==> src/rtl/ucmf_pkg.sv <==
// shared types and constants for the unit capacity max flow block
`default_nettype none
package ucmf_pkg;
  localparam int unsigned NODES  = 128;
  localparam int unsigned NODE_W = 7;
  localparam int unsigned POS_W  = 8;
  localparam int unsigned FLOW_W = 7;

  localparam logic [1:0] KIND_EDGE    = 2'd0;
  localparam logic [1:0] KIND_CLEAR   = 2'd1;
  localparam logic [1:0] KIND_COMPUTE = 2'd2;

  typedef struct packed {
    logic              cap_we;
    logic              cap_clr;
    logic [NODE_W-1:0] cap_row;
    logic [NODE_W-1:0] cap_col;
    logic              cap_bit;
    logic              flow_we;
    logic              flow_clr;
    logic [NODE_W-1:0] flow_row;
    logic [NODE_W-1:0] flow_col;
    logic              flow_bit;
    logic [NODE_W-1:0] rd_row;
    logic [NODE_W-1:0] rd_col;
  } mem_cmd_t;

  typedef struct packed {
    logic cap;
    logic flow;
    logic flow_back;
  } mem_rd_t;

  typedef struct packed {
    logic [NODE_W-1:0] node;
    logic [POS_W-1:0]  pos;
    logic              phase;
    logic              dir;
  } stk_t;
endpackage
`default_nettype wire

==> src/rtl/ucmf_stack.sv <==
// search stack memory, one write and one registered read per cycle
`default_nettype none
module ucmf_stack (
  input  logic                          clk_i,
  input  logic                          we_i,
  input  logic [ucmf_pkg::NODE_W-1:0]   waddr_i,
  input  ucmf_pkg::stk_t                wdata_i,
  input  logic [ucmf_pkg::NODE_W-1:0]   raddr_i,
  output ucmf_pkg::stk_t                rdata_o
);
  ucmf_pkg::stk_t mem [ucmf_pkg::NODES];

  always_ff @(posedge clk_i) begin
    if (we_i) begin
      mem[waddr_i] <= wdata_i;
    end
    rdata_o <= mem[raddr_i];
  end
endmodule
`default_nettype wire

==> config.mk <==
export PLATFORM = sky130hd
export DESIGN_NAME = ucmf_stack
export DESIGN_NICKNAME = d
export VERILOG_FILES = /design/src/rtl/ucmf_pkg.sv /design/src/rtl/ucmf_stack.sv
export SDC_FILE = /design/constraint.sdc
export NUM_CORES = 2
export LEC_CHECK = 0
export BUFFER_PORTS_ARGS = -buffer_cell sky130_fd_sc_hd__buf_2
export CORE_ASPECT_RATIO = 0.8
export CORE_MARGIN = 8
export CORE_UTILIZATION = 55
export CTS_BUF_LIST = sky130_fd_sc_hd__clkbuf_8
export CTS_CLUSTER_SIZE = 40
export DETAILED_ROUTE_END_ITERATION = 12
export GPL_TIMING_DRIVEN = 0
export PLACE_DENSITY = 0.81
export SLEW_MARGIN = 20
export SYNTH_ARGS = -nofsm -noshare
export SYNTH_HDL_FRONTEND = slang
export SYNTH_SLANG_ARGS = --single-unit
==> constraint.sdc <==
create_clock -name clk_i -period 5.2 [get_ports clk_i]
set_input_delay 0.26 -clock clk_i [delete_from_list [all_inputs] [get_ports clk_i]]
set_output_delay 0.26 -clock clk_i [all_outputs]
set_load 0.01 [all_outputs]
==> flow_metrics.env <==
export IMPL_dpl_hpwl_microns=143300
export IMPL_switchingPower_w=0.007719
export IMPL_gr_usage_all_layers_pct=25.87
export IMPL_hold_viol=0
export IMPL_ctsHoldBuffers=22
export IMPL_synth_largest_area_cell="edfxtp_1"
export IMPL_post_cts_buffers=0
export IMPL_fin_skew_ns=0.04955
export IMPL_crit_family="buffers and inverters"
export IMPL_grt_pass1_wl_microns=300300
export IMPL_r2r_start="mem[122][7]"
export IMPL_synth_edf_count=2176
export IMPL_synth_area_leaders="edfxtp_1 78%, mux4_2 19%, nor2_1 0.55%"
export IMPL_cpMostUsedCell="clkbuf_1"
export IMPL_fin_crit_ns=4.073
export IMPL_syn_num_nets=3302
export IMPL_critical_path_class="input pin to register"
export IMPL_grt_pass1_vias=40830
export IMPL_ff2ff_setup_slack_ns=2.55
export IMPL_switching_share_pct=22.49
export IMPL_hold_path_depth=3
export IMPL_insertion_delay_ns=1.01
export IMPL_critPathBufInv=4
export IMPL_start_util_pct=55.11
export IMPL_synth_most_common_cell="edfxtp_1"
export IMPL_cts_max_level=5
export IMPL_endpoint_kind="register"
export IMPL_synth_common_cells="2176 x edfxtp_1, 714 x mux4_2, 122 x nor2_1, 111 x clkbuf_1, 32 x buf_2"
export IMPL_antenna_found_initial=24
export IMPL_post_dp_cell_area_sq_um=88560
export IMPL_max_slew_margin_pct=18.37
export IMPL_drt_pass1_iterations=8
export IMPL_intPower_w=0.02661
export IMPL_fin_crit_sh_pct=78.32
export IMPL_worstPathMaxFanout=10
export IMPL_finalMaxSlewViolations=0
export IMPL_seq_power_share_pct=56.9
export IMPL_max_cap_viol_count=0
export IMPL_cp_start_kind="input pin"
export IMPL_die_h_microns=364.3
export IMPL_final_antenna_net_count=0
export IMPL_layout_cells_non_filler=6033
export IMPL_die_area_sq_um=164500
export IMPL_ys_ff_latch=2193
export IMPL_place_gp_congestion=0.9364
export IMPL_drive_gt1_share_pct=36.92
export IMPL_critical_path_slowest_cell="clkbuf_1"
export IMPL_syn_area_sq_um=83410
export IMPL_status="finished clean"
export IMPL_crit_required_ns=6.08
export IMPL_num_vias=40570
export IMPL_arrival_ns=4.96
export IMPL_rsz0062_at_grt="false"
export IMPL_cts_buffers=329
export IMPL_path_clk_slew_ns=0.07
export IMPL_fillers=9314
export IMPL_cts_tree="yes"
export IMPL_max_stage_delay_ns=0.90
export IMPL_leakagePower_nw=29.39
export IMPL_overflow=0
export IMPL_multi_input_area_sq_um=17410
export IMPL_grt_max_degree=101
export IMPL_powerDensity_nw_per_um2=363.1
export IMPL_pwr_share_comb_pct=5.9
export IMPL_worst_slew_pin_slew_ns=1.224
export IMPL_hold_path_class="input pin to register"
export IMPL_syn_to_final_growth_pct=13.32
export IMPL_reg2regPathDepth=4
export IMPL_dr_first_iter_drc_count=6982
export IMPL_fmax_ghz=0.2455
export IMPL_synth_cell_types=17
export IMPL_postSynthAreaPerCell_sq_um=25.52
export IMPL_reg2reg_to="rdata_o[7]"
export IMPL_syn_inst=3269
export IMPL_cts_resized=0
export IMPL_hold_start="waddr_i[5]"
export IMPL_drc_errors=0
export IMPL_clockPowerShare_pct=37.1
export IMPL_ir_worst_vdd_uv=402.8
export IMPL_ys_flop_type="edfxtp_1"
export IMPL_fin_nets=3829
export IMPL_ios=50
export IMPL_startpoint="raddr_i[2]"
export IMPL_yosysWarnings=0
export IMPL_regArea_sq_um=65680
export IMPL_yosysSeqAreaShare_pct=78.74
export IMPL_die_w_microns=451.4
export IMPL_setup_violations=0
export IMPL_fin_area_sq_um=94520
export IMPL_synth_top_area_share_pct=78.34
export IMPL_dp_cells=5456
export IMPL_vias_per_cell=6.725
export IMPL_async_flop_share_pct=0
export IMPL_wl_microns=214300
export IMPL_core_sq_um=151300
export IMPL_crit_chain="clkbuf_1 -> clkbuf_1 -> clkbuf_1 -> clkbuf_1 -> mux4_2 -> mux4_2 -> mux4_2 -> mux2_2"
export IMPL_root_buffer="clkbuf_8"
export IMPL_fp_row_count=128
export IMPL_clk_path_buf_depth=4
export IMPL_cts_sinks=2193
export IMPL_wl_per_cell_microns=35.51
export IMPL_min_to="mem[98][1]"
export IMPL_final_util_pct=62.45
export IMPL_io_buffer_count=38
[power groups by stage]
stage               combinational, W  sequential, W  clock (W)
finish                       0.00204         0.0195     0.0127
CTS                          0.00200         0.0195     0.0128
global placement             0.00183         0.0199          0
detailed placement           0.00197         0.0199          0
global route                 0.00208         0.0195     0.0135
floorplan                   0.000957         0.0199          0
[cell usage in the layout (no fill, tap or decap), types with 3 or more instances in the layout]
cell type and instances:
mux2_2 17, buf_1 14, nor2_4 20, clkbuf_1 92, buf_2 56, clkbuf_2 19
nor2_1 3, clkinvlp_4 7, nor3_2 9, inv_1 101, clkinv_1 66, nand2_1 14
dlygate4sd3_1 22, dfxtp_1 17, edfxtp_1 2176, clkinv_2 21, nand3_1 12, buf_4 29
nand4_1 3, nor2b_1 7, nor2_2 99, buf_6 85, clkbuf_8 340, buf_8 37
mux4_2 714, diode_2 7, buf_16 17, bufinv_16 6, inv_6 3
[stage by stage]
| stage | hold WS (ns) | power, W | setup TNS [ns] | setup slack (ns) |
|---|---|---|---|---|
| after floorplan | 0.3589 | 0.02088 | 0 | 2.259 |
| after global placement | 0.6616 | 0.02177 | -0.0005960 | -0.0005960 |
| after detailed placement | 0.6466 | 0.02189 | 0 | 0.3063 |
| after CTS | 0.07844 | 0.03433 | 0 | 1.403 |
| after global routing | 0.1108 | 0.03515 | 0 | 1.247 |
| final | 0.1717 | 0.03432 | 0 | 1.127 |
[final cells by class]
cell class | instances | share of cell area, %
repair buffers | 196 | 2.543
multi-input cells | 901 | 18.42
plain buffers | 175 | 0.8340
well taps | 2015 | 2.667
clock inverters | 206 | 1.075
diodes | 7 | 0.01853
clock buffers | 340 | 4.951
flip-flops and latches | 2193 | 69.49
[logic make-up after synthesis]
group / count (synthesis) / synth area share (%)
flops: 2193 / 78.74
mux: 731 / 19.51
buf+inv: 175 / 0.9120
simple gates: 170 / 0.8355
[sequential cells by signal, summed over array words and instances (netlist names)]
name	count
mem	2176
rdata_o	17
[metal layers]
layer	wire [microns]	vias up	GRT usage, %
met1	72840	21030	34.88
met5	25	-	0
met2	97890	3638	39.04
met4	9336	4	10.21
li1	-	15350	-
met3	34160	557	9.557
[worst max-delay path by stage]
stage | to | slack [ns] | depth (start not counted)
finish | rdata_o[8] | 1.13 | 8
global route | rdata_o[7] | 1.25 | 8
CTS | rdata_o[7] | 1.40 | 8
detailed placement | rdata_o[7] | 0.31 | 8
global placement | rdata_o[10] | -0.0006 | 6
floorplan | rdata_o[0] | 2.26 | 8
[worst reg2reg max path, cell delays in order (launching register included)]
cell      delay [ns]
edfxtp_1        0.38
mux4_2          0.52
mux4_2          0.62
mux4_2          0.64
mux2_2          0.36
Power figures use the tool's default switching activity.
